--- config.mk ---
export PLATFORM = sky130hd
export DESIGN_NAME = c_escape_sequence_decoder_top
export DESIGN_NICKNAME = d
export VERILOG_FILES = /design/src/rtl/cesd_pkg.sv /design/src/rtl/c_escape_sequence_decoder_top.sv /design/src/rtl/cesd_front.sv /design/src/rtl/cesd_queue.sv /design/src/rtl/cesd_back.sv
export SDC_FILE = /design/constraint.sdc
export NUM_CORES = 1
export LEC_CHECK = 0
export ABC_AREA = 1
export BUFFER_PORTS_ARGS = -buffer_cell sky130_fd_sc_hd__buf_2
export CORE_ASPECT_RATIO = 1.4
export CORE_MARGIN = 1.5
export CORE_UTILIZATION = 38
export DETAILED_ROUTE_END_ITERATION = 6
export PLACE_DENSITY = 0.6
export SYNTH_ARGS = -nofsm -noshare
export SYNTH_HDL_FRONTEND = slang
export SYNTH_HIERARCHICAL = 1
export SYNTH_SLANG_ARGS = --single-unit
--- constraint.sdc ---
create_clock -name i_clk -period 7.4 [get_ports i_clk]
set_input_delay 0 -clock i_clk [delete_from_list [all_inputs] [get_ports i_clk]]
set_output_delay 0 -clock i_clk [all_outputs]
set_load 0.05 [all_outputs]
--- src/rtl/cesd_pkg.sv ---
`timescale 1ns / 1ps

package cesd_pkg;

    // character codes
    localparam logic [7:0] CH_BSL = 8'h5C;
    localparam logic [7:0] CH_X   = 8'h78;
    localparam logic [7:0] CH_0   = 8'h30;
    localparam logic [7:0] CH_7   = 8'h37;
    localparam logic [7:0] CH_NUL = 8'h00;

    // most output words one input word can cause
    localparam int CMD_MAX = 4;
    localparam int CMD_CW  = $clog2(CMD_MAX + 1);
    localparam int CMD_IW  = $clog2(CMD_MAX);

    // command queue between front and back
    localparam int Q_DEPTH = 4;
    localparam int Q_AW    = $clog2(Q_DEPTH);
    localparam int Q_CW    = $clog2(Q_DEPTH + 1);

    typedef struct packed {
        logic [CMD_MAX-1:0][7:0] bytes;
        logic [CMD_CW-1:0]       cnt;   // number of valid bytes, 1 to CMD_MAX
        logic                    eos;   // last byte of this command is the terminator
    } t_cmd;

    function automatic logic is_oct(input logic [7:0] b);
        return (b >= CH_0) && (b <= CH_7);
    endfunction

    function automatic logic is_hex(input logic [7:0] b);
        return ((b >= 8'h30) && (b <= 8'h39)) ||
               ((b >= 8'h61) && (b <= 8'h66)) ||
               ((b >= 8'h41) && (b <= 8'h46));
    endfunction

    // nibble value of a hex digit, only meaningful when is_hex holds
    function automatic logic [3:0] hex_val(input logic [7:0] b);
        logic [3:0] v;
        if (b <= 8'h39) begin
            v = b[3:0];
        end else begin
            v = b[3:0] + 4'd9;
        end
        return v;
    endfunction

    function automatic logic [7:0] map_letter(input logic [7:0] b);
        logic [7:0] r;
        case (b)
            8'h61: r = 8'd7;   // a
            8'h62: r = 8'd8;   // b
            8'h66: r = 8'd12;  // f
            8'h6E: r = 8'd10;  // n
            8'h72: r = 8'd13;  // r
            8'h74: r = 8'd9;   // t
            8'h76: r = 8'd11;  // v
            default: r = b;
        endcase
        return r;
    endfunction

endpackage

--- src/rtl/c_escape_sequence_decoder_top.sv ---
`timescale 1ns / 1ps

// c string escape decoder
// input stream: one raw byte of an escaped string per word, tlast marks the
// final byte of the string. output stream: decoded bytes, one per word; after
// the final input byte a zero terminator word follows with tlast set.
// an input word yields zero to four output words (an escape in progress
// yields none, a broken hex escape plus end of string yields four).
// the front decodes one input word per cycle while the queue has room and
// writes the output bytes it causes as one command into a four-entry queue;
// the back plays each command out one word per cycle while the receiver is
// ready. the first output word of an input word passes through a queue entry
// and then the back's command register. input words are taken one per cycle
// as long as each causes at most one output word and the receiver is ready;
// a word that causes more outputs keeps the output side busy until all are
// out, and the queue absorbs such bursts until it fills. when the receiver
// stalls, the current output word holds, the queue fills and then o_s_tready drops.
// reset (synchronous, active low) empties the queue and the output stage and
// returns the decoder to plain text.
module c_escape_sequence_decoder_top
    import cesd_pkg::*;
(
    input  logic       i_clk,
    input  logic       i_rst_n,
    // input stream
    input  logic       i_s_tvalid,
    output logic       o_s_tready,
    input  logic [7:0] i_s_tdata,   // [7:0] in_byte
    input  logic       i_s_tlast,   // is_last
    // output stream
    output logic       o_m_tvalid,
    input  logic       i_m_tready,
    output logic [7:0] o_m_tdata,   // [7:0] out_byte
    output logic       o_m_tlast    // end_of_string
);

    logic accept;
    logic push;
    t_cmd push_cmd;
    logic q_ready;
    logic q_valid;
    logic q_pop;
    t_cmd q_cmd;

    // accept whenever the queue has room for a command
    assign o_s_tready = q_ready;
    assign accept     = i_s_tvalid && q_ready;

    cesd_front u_front (
        .i_clk    (i_clk),
        .i_rst_n  (i_rst_n),
        .i_accept (accept),
        .i_byte   (i_s_tdata),
        .i_last   (i_s_tlast),
        .o_push   (push),
        .o_cmd    (push_cmd)
    );

    cesd_queue u_queue (
        .i_clk   (i_clk),
        .i_rst_n (i_rst_n),
        .i_push  (push),
        .i_cmd   (push_cmd),
        .o_ready (q_ready),
        .i_pop   (q_pop),
        .o_valid (q_valid),
        .o_cmd   (q_cmd)
    );

    cesd_back u_back (
        .i_clk     (i_clk),
        .i_rst_n   (i_rst_n),
        .i_q_valid (q_valid),
        .i_q_cmd   (q_cmd),
        .o_q_pop   (q_pop),
        .o_valid   (o_m_tvalid),
        .i_ready   (i_m_tready),
        .o_data    (o_m_tdata),
        .o_last    (o_m_tlast)
    );

endmodule

--- src/rtl/cesd_front.sv ---
`timescale 1ns / 1ps

module cesd_front
    import cesd_pkg::*;
(
    input  logic       i_clk,
    input  logic       i_rst_n,
    input  logic       i_accept,
    input  logic [7:0] i_byte,
    input  logic       i_last,
    output logic       o_push,
    output t_cmd       o_cmd
);

    typedef enum logic [2:0] {
        PH_PLAIN = 3'd0,
        PH_ESC   = 3'd1,
        PH_HEX0  = 3'd2,
        PH_HEX1  = 3'd3,
        PH_OCT   = 3'd4
    } t_phase;

    t_phase      r_phase, n_phase;
    logic [7:0]  r_acc, n_acc;
    logic [1:0]  r_cnt, n_cnt;
    logic [7:0]  r_held, n_held;

    t_cmd            cmd;
    logic [CMD_CW-1:0] k;
    logic            replay;
    logic [7:0]      acc_step;
    logic [1:0]      cnt_step;

    assign acc_step = {r_acc[4:0], i_byte[2:0]};
    assign cnt_step = r_cnt + 2'd1;

    always_comb begin
        n_phase = r_phase;
        n_acc   = r_acc;
        n_cnt   = r_cnt;
        n_held  = r_held;
        cmd     = '0;
        k       = '0;
        replay  = 1'b0;

        case (r_phase)
            PH_ESC: begin
                if (i_byte == CH_X) begin
                    n_phase = PH_HEX0;
                end else if (is_oct(i_byte)) begin
                    n_acc   = {5'd0, i_byte[2:0]};
                    n_cnt   = 2'd1;
                    n_phase = PH_OCT;
                end else begin
                    cmd.bytes[k[CMD_IW-1:0]] = map_letter(i_byte);
                    k       = k + 1'b1;
                    n_phase = PH_PLAIN;
                end
            end
            PH_HEX0: begin
                if (is_hex(i_byte)) begin
                    n_held  = i_byte;
                    n_phase = PH_HEX1;
                end else begin
                    cmd.bytes[k[CMD_IW-1:0]] = CH_X;
                    k      = k + 1'b1;
                    replay = 1'b1;
                end
            end
            PH_HEX1: begin
                if (is_hex(i_byte)) begin
                    cmd.bytes[k[CMD_IW-1:0]] = {hex_val(r_held), hex_val(i_byte)};
                    k       = k + 1'b1;
                    n_phase = PH_PLAIN;
                end else begin
                    cmd.bytes[k[CMD_IW-1:0]] = CH_X;
                    k      = k + 1'b1;
                    cmd.bytes[k[CMD_IW-1:0]] = r_held;
                    k      = k + 1'b1;
                    replay = 1'b1;
                end
            end
            PH_OCT: begin
                if (is_oct(i_byte)) begin
                    n_acc = acc_step;
                    n_cnt = cnt_step;
                    if (cnt_step == 2'd3) begin
                        cmd.bytes[k[CMD_IW-1:0]] = acc_step;
                        k       = k + 1'b1;
                        n_phase = PH_PLAIN;
                    end
                end else begin
                    cmd.bytes[k[CMD_IW-1:0]] = r_acc;
                    k      = k + 1'b1;
                    replay = 1'b1;
                end
            end
            default: begin
                replay = 1'b1;
            end
        endcase

        // plain text handling, also for a byte that broke off an escape
        if (replay) begin
            if (i_byte == CH_BSL) begin
                n_phase = PH_ESC;
            end else begin
                n_phase = PH_PLAIN;
                cmd.bytes[k[CMD_IW-1:0]] = i_byte;
                k = k + 1'b1;
            end
        end

        // end of string: flush a pending escape, add terminator
        if (i_last) begin
            case (n_phase)
                PH_ESC: begin
                    cmd.bytes[k[CMD_IW-1:0]] = CH_BSL;
                    k = k + 1'b1;
                end
                PH_HEX0: begin
                    cmd.bytes[k[CMD_IW-1:0]] = CH_X;
                    k = k + 1'b1;
                end
                PH_HEX1: begin
                    cmd.bytes[k[CMD_IW-1:0]] = CH_X;
                    k = k + 1'b1;
                    cmd.bytes[k[CMD_IW-1:0]] = n_held;
                    k = k + 1'b1;
                end
                PH_OCT: begin
                    cmd.bytes[k[CMD_IW-1:0]] = n_acc;
                    k = k + 1'b1;
                end
                default: begin
                end
            endcase
            cmd.bytes[k[CMD_IW-1:0]] = CH_NUL;
            k       = k + 1'b1;
            cmd.eos = 1'b1;
            n_phase = PH_PLAIN;
            n_acc   = '0;
            n_cnt   = '0;
            n_held  = '0;
        end

        cmd.cnt = k;
    end

    assign o_cmd  = cmd;
    assign o_push = i_accept && (k != '0);

    always_ff @(posedge i_clk) begin
        if (!i_rst_n) begin
            r_phase <= PH_PLAIN;
            r_acc   <= '0;
            r_cnt   <= '0;
            r_held  <= '0;
        end else if (i_accept) begin
            r_phase <= n_phase;
            r_acc   <= n_acc;
            r_cnt   <= n_cnt;
            r_held  <= n_held;
        end
    end

endmodule

--- src/rtl/cesd_queue.sv ---
`timescale 1ns / 1ps

module cesd_queue
    import cesd_pkg::*;
(
    input  logic i_clk,
    input  logic i_rst_n,
    input  logic i_push,
    input  t_cmd i_cmd,
    output logic o_ready,
    input  logic i_pop,
    output logic o_valid,
    output t_cmd o_cmd
);

    t_cmd            r_mem [Q_DEPTH];
    logic [Q_AW-1:0] r_wr;
    logic [Q_AW-1:0] r_rd;
    logic [Q_CW-1:0] r_count;

    logic do_push;
    logic do_pop;

    assign o_ready = (r_count != Q_CW'(Q_DEPTH));
    assign o_valid = (r_count != '0);
    assign o_cmd   = r_mem[r_rd];

    assign do_push = i_push && o_ready;
    assign do_pop  = i_pop && o_valid;

    always_ff @(posedge i_clk) begin
        if (do_push) begin
            r_mem[r_wr] <= i_cmd;
        end
    end

    always_ff @(posedge i_clk) begin
        if (!i_rst_n) begin
            r_wr    <= '0;
            r_rd    <= '0;
            r_count <= '0;
        end else begin
            if (do_push) begin
                r_wr <= r_wr + 1'b1;
            end
            if (do_pop) begin
                r_rd <= r_rd + 1'b1;
            end
            if (do_push && !do_pop) begin
                r_count <= r_count + 1'b1;
            end else if (do_pop && !do_push) begin
                r_count <= r_count - 1'b1;
            end
        end
    end

endmodule

--- src/rtl/cesd_back.sv ---
`timescale 1ns / 1ps

module cesd_back
    import cesd_pkg::*;
(
    input  logic       i_clk,
    input  logic       i_rst_n,
    input  logic       i_q_valid,
    input  t_cmd       i_q_cmd,
    output logic       o_q_pop,
    output logic       o_valid,
    input  logic       i_ready,
    output logic [7:0] o_data,
    output logic       o_last
);

    t_cmd              r_cur;
    logic              r_busy;
    logic [CMD_IW-1:0] r_idx;

    logic take;
    logic last_byte;
    logic load;

    assign take      = r_busy && i_ready;
    assign last_byte = ({1'b0, r_idx} + 1'b1) == r_cur.cnt;
    assign load      = i_q_valid && (!r_busy || (take && last_byte));

    assign o_q_pop = load;
    assign o_valid = r_busy;
    assign o_data  = r_cur.bytes[r_idx];
    assign o_last  = r_cur.eos && last_byte;

    always_ff @(posedge i_clk) begin
        if (load) begin
            r_cur <= i_q_cmd;
        end
    end

    always_ff @(posedge i_clk) begin
        if (!i_rst_n) begin
            r_busy <= 1'b0;
            r_idx  <= '0;
        end else if (load) begin
            r_busy <= 1'b1;
            r_idx  <= '0;
        end else if (take) begin
            if (last_byte) begin
                r_busy <= 1'b0;
            end else begin
                r_idx <= r_idx + 1'b1;
            end
        end
    end

endmodule

==> reports/metrics.cfg, run 1 <==
[outcome]
status=complete, no violations

[worst_hold_path]
worstHoldPathCells=1
holdPathEnd=u_queue/r_mem[2][0]$_DFFE_PP_
hp-class=in -> reg
min-delay-start=i_s_tlast

[flow_run]
cap_viol_max_count=0

[global_routing]
antenna_found_initial=0
grt_pass1_wl_um=51820
grt_start_max_net_pins=74
track_usage_pct=21.67
overflow=0
grt_pass1_vias=9044

[placement]
gp_congestion=1.001
io_buffers=23
dp_hpwl_um=24930
dp_slack_ns=1.732

[clock_network]
cts.hold.buffers_added=2
cts.root.buffer_cell=clkbuf_16
cts_sinks=213
cts_resized=0
clk_path_buf_depth=3
path_clk_slew_ns=0.06
clock_latency_ns=0.50
htreeDepth=1
cts_tree=built
cts_buffers=21
postCtsSetupBuffers=0

[synthesis]
synth_xor_area_share_pct=0.5217
syn_avg_cell_area_um2=8.780
synth_nets=1352
ys_ff_latch=213
synthAdderAreaFrac_pct=3.109
seq_area_frac_synth_pct=52.70
synth_warnings=6
yosys.area.top_type_share_pct=46.96
synthSimpleGateAreaFrac_pct=20.32
syn-cell-area_um2=11510
synthMuxAreaShare_pct=0
synth_top_family_by_area=simple AND/OR/NAND/NOR gates
synth_compound_area_share_pct=15.54
yosys-top-cells-area=edfxtp_1 (47%), nand2_1 (9.0%), o21ai_0 (5.8%)
yosys.cell_types.count=47
syn_inst=1311
synth_top_area_cell=edfxtp_1

[floorplan]
die_area_um2=31360
io_pins=24
start_util_pct=38.45
die_w_um=150.1
rows=75
die_h_um=208.9
core_um2=29940

[sta]
period_minus_slack_ns=5.436
timing.final.crit_share_pct=73.46
fmax_mhz=183.9
fin_skew_ns=0.02334
whs_ns=0.02910
finalHoldViolations=0
slew_viol_final=0
setup_viol=0
finalSetupTns_ns=0
worst_slew_pin_slew_ns=1.024
fin_ws_ns=1.964
relSlewSlack_pct=31.01
rsz0062_at_grt=no

[drt]
drc_errors=0
drt-pass1-iter-count=5
via_per_inst=5.379
vias=9268
drtIter0Drc=709
drt_wl_total_um=33730
avgRoutedWirePerCell_um=19.58
ant_nets=0

[final_layout]
fillers=2962
multiInputGateArea_um2=4576
antenna_cells=0
fin_nets=1364
syn_to_final_growth_pct=8.935
drive_above_1_share_pct=9.716
seq_area_um2=6067

[critical_path]
crit_top_cell=nand2_1
cp_slowest_cell=nor2_4
worst-setup-path-type=reg -> reg
critical_path.max_stage_delay_ns=0.66
reg2reg_slack_ns=1.96
start_kind=register
r2r_end=u_queue/r_mem[1][1]$_DFFE_PP_
r2r-start=u_front/r_phase[0]$_SDFFE_PN0P_
arrival_ns=5.64
reg2regPathDepth=26
cp.required_ns=7.60
endpoint_kind=register
worstPathMaxFanout=25

[power_and_ir_drop]
finalPower_mw=3.471
vdd_drop_max_uv=143.7
p_per_area_nw_per_um2=276.8
p_leak_nw=4.833

-- kinds of logic after synthesis --
family / after synthesis
adder cells (fa/ha/maj): 28
XOR/XNOR: 6
buffers and inverters: 189
flip-flops: 213
AND/OR/NAND/NOR: 551
AO/OA/AOI/OAI: 324
-- per-layer routing --
metal / track usage (%) / share of wire (%) / vias up
li1: - / - / 4500
met5: 0 / 0 / -
met1: 24.31 / 38 / 4331
met2: 38.56 / 51 / 311
met3: 2.686 / 4.4 / 126
met4: 13.18 / 7.0 / 0
-- state kept, by name (all words and copies together) (netlist names), named ones only --
| signal | count |
|---|---|
| u_queue/r_rd | 2 |
| u_front/r_held | 8 |
| u_back/r_idx | 2 |
| u_back/r_cur | 36 |
| u_back/o_valid | 1 |
| u_queue/r_mem | 144 |
| u_front/r_phase | 3 |
| u_front/r_cnt | 2 |
| u_queue/r_count | 3 |
| u_queue/r_wr | 2 |
| u_front/r_acc | 8 |
-- worst max path at each step --
stage	startpoint	endpoint	slack, ns	cells past startpoint
after floorplan	u_front/r_phase[0]$_SDFFE_PN0P_	u_queue/r_mem[0][0]$_DFFE_PP_	2.19	22
after global placement	i_s_tdata[1]	u_queue/r_mem[1][15]$_DFFE_PP_	1.89	30
after detailed placement	i_s_tdata[1]	u_queue/r_mem[1][23]$_DFFE_PP_	1.73	30
after CTS	u_front/r_phase[0]$_SDFFE_PN0P_	u_queue/r_mem[1][1]$_DFFE_PP_	1.95	26
after global routing	u_front/r_phase[2]$_SDFFE_PN0P_	u_queue/r_mem[1][7]$_DFFE_PP_	1.47	27
final	u_front/r_phase[0]$_SDFFE_PN0P_	u_queue/r_mem[1][1]$_DFFE_PP_	1.96	26
-- through the flow --
stage	cell area (um2)	cells	util (%)
floorplan	11510	1311	-
global placement	11900	1683	39.74
detailed placement	11900	1683	39.74
CTS	12540	1723	41.89
global route	12540	1723	41.89
finish	12540	1723	41.89
-- final cells by class --
class                   count  share of cell area (%)
clock buffers              31                   4.650
clock inverters             7                  0.3293
inverters                 135                   4.151
multi-input cells         909                   36.49
flip-flops and latches    213                   48.38
well taps                 385                   3.842
repair buffers             43                   2.155
-- cells in the final DEF (no fill, tap or decap), types with 6 or more instances in the layout --
| cell | count |
|---|---|
| a21oi_1 | 53 |
| a22oi_1 | 7 |
| buf_2 | 23 |
| buf_4 | 18 |
| clkbuf_1 | 8 |
| clkbuf_16 | 21 |
| clkinv_1 | 6 |
| dfxtp_1 | 32 |
| edfxtp_1 | 180 |
| ha_1 | 27 |
| inv_1 | 113 |
| inv_2 | 16 |
| nand2_1 | 275 |
| nand2_2 | 12 |
| nand3_1 | 58 |
| nand4_1 | 11 |
| nor2_1 | 160 |
| nor2_4 | 7 |
| nor3_1 | 6 |
| o211ai_1 | 7 |
| o21a_1 | 6 |
| o21ai_0 | 133 |
| o21ai_1 | 49 |
| o22ai_1 | 51 |
-- power by group --
part / internal (mW) / leakage (nW) / switching (mW)
Sequential: 1.56 / 1.96 / 0.0681
Clock: 0.548 / 0.300 / 0.422
Combinational: 0.225 / 2.57 / 0.647
-- cell usage after synthesis (all sizes together) --
library cell	n
fa	1
nand3	62
a221oi	3
o21ai	185
ha	27
dfxtp	33
inv	131
nor2	171
clkinv	4
o22ai	51
xor2	5
o221ai	1
o21a	6
a311oi	1
nand4	11
xnor2	1
a21oi	53
a32o	1
buf	37
or2	5
o311ai	1
nor3	7
o31ai	2
nand2	292
o21bai	2
a22oi	7
edfxtp	180
clkbuf	17
a31oi	4
nand3b	3
o211ai	7
-- worst max-delay path: cells and delay by family, from the launching register on --
family                   cells  cell delay (ns)
AO/OA/AOI/OAI                1             0.14
flip-flops                   1             0.35
buffers and inverters        7             1.20
adder cells (fa/ha/maj)      2             0.47
AND/OR/NAND/NOR             16             2.95
(Power assumes the default switching activity.)
==> run 2: changes to the inputs <==
--- a/config.mk
+++ b/config.mk
@@ -11,7 +11,7 @@
 export CORE_MARGIN = 1.5
 export CORE_UTILIZATION = 38
 export DETAILED_ROUTE_END_ITERATION = 6
-export PLACE_DENSITY = 0.6
+export PLACE_DENSITY = 0.62
 export SYNTH_ARGS = -nofsm -noshare
 export SYNTH_HDL_FRONTEND = slang
 export SYNTH_HIERARCHICAL = 1
==> constraint.sdc (replaced) <==
create_clock -name i_clk -period 5 [get_ports i_clk]
set_input_delay 0 -clock i_clk [delete_from_list [all_inputs] [get_ports i_clk]]
set_output_delay 0 -clock i_clk [all_outputs]
set_load 0.05 [all_outputs]
==> reports/metrics.cfg, run 2 (synthesis results as in run 1) <==
[outcome]
status=complete, no violations

[sta]
fin_skew_ns=0.01221
setup_viol=0
worst_slew_pin_slew_ns=0.9228
finalSetupTns_ns=0
whs_ns=0.05015
slew_viol_final=0
rsz0062_at_grt=no
timing.final.crit_share_pct=91.19
relSlewSlack_pct=37.83
fmax_mhz=219.3
finalHoldViolations=0
period_minus_slack_ns=4.559

[critical_path]
crit_top_cell=nand2_1
cp.required_ns=5.39
critical_path.max_stage_delay_ns=0.38
start_kind=register
worstPathMaxFanout=5
worst-setup-path-type=reg -> reg
arrival_ns=4.95
endpoint_kind=register
cp_slowest_cell=fa_1

[floorplan]
core_um2=29940
io_pins=24
die_area_um2=31360
die_h_um=208.9
start_util_pct=38.45
die_w_um=150.1
rows=75

[final_layout]
antenna_cells=0
largest_reg_flops=144
final_util_pct=42.79
top_regs=u_queue/r_mem (144), u_back/r_cur (36)
mostFrequentLayoutCells=nand2_1 (275), edfxtp_1 (180), nor2_1 (159)
fillers=2963
regMostFlops=u_queue/r_mem
drive_above_1_share_pct=11.39
final_common_cell=nand2_1
design_area_um2=12810
syn_to_final_growth_pct=11.28
fin_nets=1388

[power_and_ir_drop]
vdd_drop_max_uv=270.7
p_per_area_nw_per_um2=411.5
p_leak_nw=4.978

[drt]
vias=9534
avgRoutedWirePerCell_um=20.11
via_per_inst=5.460
ant_nets=0
drtIter0Drc=932
drc_errors=0
drt_wl_total_um=35110
drt-pass1-iter-count=6

[global_routing]
grt_pass1_vias=9389
antenna_found_initial=0
grt_start_max_net_pins=73
grt_pass1_wl_um=53360
track_usage_pct=22.39
overflow=0

[clock_network]
cts_tree=built
cts.root.buffer_cell=clkbuf_16
cts_sinks=213
clock_latency_ns=0.50
htreeDepth=1
cts_buffers=22
path_clk_slew_ns=0.06
postCtsSetupBuffers=0
clk_path_buf_depth=3

[flow_run]
cap_viol_max_count=0

[worst_hold_path]
hp-class=in -> reg

[placement]
dp_hpwl_um=24580
place_area_um2=12120
gp_congestion=1.006
io_buffers=23

## run 2: through the flow
step / std cells / setup WS (ns) / power, mW
detailed placement: 1706 / 0.1414 / 3.802
global route: 1746 / 0.008215 / 5.556
finish: 1746 / 0.4406 / 5.271
global placement: 1706 / 0.2265 / 3.771
CTS: 1746 / 0.4352 / 5.345
floorplan: 1311 / -0.2071 / 3.485
## run 2: metal layers
layer  up-vias  share of wire [%]  global-route usage [%]
met5         -                  0                       0
met4         0                5.9                   12.20
met3       121                5.1                   2.882
met2       337                 51                   39.81
met1      4516                 38                   25.69
li1       4560                  -                       -
## run 2: worst max-delay path, delay by kind of cell (launching register included)
| family | cells | cell delay, ns |
|---|---|---|
| adders and majority gates | 6 | 1.55 |
| and+or+nand+nor | 16 | 1.54 |
| buffers and inverters | 7 | 0.54 |
| AOI/OAI and AO/OA | 3 | 0.49 |
| DFF | 1 | 0.33 |
## run 2: repair_timing
item	in CTS	in global routing
hold endpoints to repair	13	0
gates resized for setup	0	1
hold buffers	2	0
setup endpoints to repair	0	1
## run 2: cell type report
class	instances	area, um2	area share, %
Timing Repair Buffer	66	493.0	3.848
Multi-Input combinational cell	909	4578	35.74
Sequential cell	213	6067	47.36
Inverter	135	520.5	4.063
Tap cell	385	481.7	3.760
Clock buffer	30	601.8	4.698
Clock inverter	8	67.56	0.5274
## run 2: worst paths after layout
kind                                               startpoint                               to  slack, ns  depth (start not counted)
worst max register to register  u_front/r_cnt[0]$_SDFFE_PN0P_  u_queue/r_count[2]$_SDFFE_PN0P_       0.44                         32
worst max-delay path            u_front/r_cnt[0]$_SDFFE_PN0P_  u_queue/r_count[2]$_SDFFE_PN0P_       0.44                         32
worst min register to register  u_front/r_acc[2]$_SDFFE_PN0P_    u_front/r_acc[2]$_SDFFE_PN0P_       0.47                          2
worst min-delay path                               i_s_tvalid   u_front/r_held[2]$_SDFFE_PN0P_       0.05                          5
## run 2: power breakdown
group          switching [mW]  total (mW)  internal (mW)
logic                   0.984        1.33          0.348
registers              0.0930        2.41           2.31
clock network           0.643        1.53          0.891
total                    1.72        5.27           3.55
==> run 3: changes to the inputs <==
--- a/config.mk
+++ b/config.mk
@@ -7,11 +7,13 @@
 export LEC_CHECK = 0
 export ABC_AREA = 1
 export BUFFER_PORTS_ARGS = -buffer_cell sky130_fd_sc_hd__buf_2
+export CAP_MARGIN = 10
 export CORE_ASPECT_RATIO = 1.4
 export CORE_MARGIN = 1.5
 export CORE_UTILIZATION = 38
 export DETAILED_ROUTE_END_ITERATION = 6
 export PLACE_DENSITY = 0.62
+export REMOVE_ABC_BUFFERS = 1
 export SYNTH_ARGS = -nofsm -noshare
 export SYNTH_HDL_FRONTEND = slang
 export SYNTH_HIERARCHICAL = 1
==> reports/metrics.cfg, run 3 (synthesis results as in run 1) <==
[floorplan]
die_h_um=208.9
core_um2=29940
start_util_pct=38.45
die_area_um2=31360
io_pins=24
rows=75
die_w_um=150.1

[worst_hold_path]
hp-class=in -> reg

[global_routing]
track_usage_pct=20.25
grt_pass1_vias=9115
overflow=0
grt_pass1_wl_um=49380
grt_start_max_net_pins=73
antenna_found_initial=0

[drt]
via_per_inst=5.466
drtIter0Drc=884
vias=9461
avgRoutedWirePerCell_um=18.21
drt_wl_total_um=31520
drt-pass1-iter-count=7
drc_errors=4
ant_nets=0

[placement]
gp_congestion=0.9861
dp_slack_ns=0.2795
dp_hpwl_um=22020
io_buffers=23

[final_layout]
final_util_pct=42.31
mostFrequentLayoutCells=nand2_1 (275), edfxtp_1 (180), nor2_1 (158)
final_common_cell=nand2_1
largest_reg_flops=144
fin_nets=1374
regMostFlops=u_queue/r_mem
drive_above_1_share_pct=10.48
syn_to_final_growth_pct=10.03
antenna_cells=0
top_regs=u_queue/r_mem (144), u_back/r_cur (36)
fillers=2858

[clock_network]
clock_latency_ns=0.50
path_clk_slew_ns=0.07
htreeDepth=1
cts_buffers=21
cts_sinks=213
cts.root.buffer_cell=clkbuf_16
clk_path_buf_depth=3
cts_tree=built

[power_and_ir_drop]
p_per_area_nw_per_um2=411.3
finalPower_mw=5.210
vdd_drop_max_uv=272.7
p_leak_nw=4.897

[critical_path]
cp.buffers_inverters=7
critical_path.max_stage_delay_ns=0.37
cp_slowest_cell=fa_1
cp_top_family=simple AND/OR/NAND/NOR gates
cp.required_ns=5.40
worst-setup-path-type=reg -> reg
arrival_ns=4.84
endpoint_kind=register
start_kind=register
worstPathMaxFanout=9
crit_top_cell=nand2_1

[sta]
setup_viol=0
worst_slew_pin_slew_ns=0.9070
rsz0062_at_grt=no
finalHoldViolations=0
slew_viol_final=0
period_minus_slack_ns=4.449
fin_ws_ns=0.5514
fin_skew_ns=0.01549
relSlewSlack_pct=38.89
timing.final.crit_share_pct=88.97
fmax_mhz=224.8

[flow_run]
cap_viol_max_count=0

[outcome]
status=finished with violations
violations=DRC

run 3: layout make-up:
| class | instances | area [um2] | area share (%) |
|---|---|---|---|
| Multi-Input combinational cell | 909 | 4581 | 36.17 |
| Clock inverter | 11 | 80.08 | 0.6322 |
| Timing Repair Buffer | 53 | 395.4 | 3.122 |
| Inverter | 135 | 520.5 | 4.109 |
| Tap cell | 385 | 481.7 | 3.803 |
| Clock buffer | 25 | 540.5 | 4.268 |
| Sequential cell | 213 | 6067 | 47.90 |
run 3: worst paths after layout:
path | from | end | slack (ns) | depth (start not counted)
setup reg to reg | u_front/r_phase[0]$_SDFFE_PN0P_ | u_queue/r_count[2]$_SDFFE_PN0P_ | 0.55 | 31
setup / recovery | u_front/r_phase[0]$_SDFFE_PN0P_ | u_queue/r_count[2]$_SDFFE_PN0P_ | 0.55 | 31
hold / removal | i_s_tlast | u_queue/r_mem[3][0]$_DFFE_PP_ | 0.05 | 2
hold reg to reg | u_front/r_acc[0]$_SDFFE_PN0P_ | u_front/r_acc[0]$_SDFFE_PN0P_ | 0.46 | 2
run 3: per-stage QoR:
step,setup TNS (ns),instances,area (um2),hold WS (ns)
finish,0,1731,12670,0.05108
global route,0,1731,12670,0.07660
CTS,0,1731,12660,0.04788
detailed placement,0,1693,12020,0.3659
global placement,0,1693,12020,0.3721
floorplan,-64.96,1257,11130,0.09887
run 3: repair_timing:
action | in CTS | in global routing
endpoints found under the hold margin | 13 | 0
hold buffers | 2 | 0
endpoints found under the setup margin | 0 | 1
buffers inserted | 0 | 0
gates resized for setup | 0 | 2
run 3: report_power, final:
part	internal, mW	total [mW]	switching (mW)	leakage, nW
Combinational	0.350	1.30	0.946	2.63
Clock	0.822	1.46	0.639	0.304
Sequential	2.31	2.45	0.140	1.96
Total	3.48	5.21	1.73	4.90
run 3: per-layer routing:
layer  GRT usage (%)  part of all wire, %
met5               0                    0
met4           9.669                  4.7
met3           2.249                  4.7
met2           35.81                   50
met1           24.22                   41
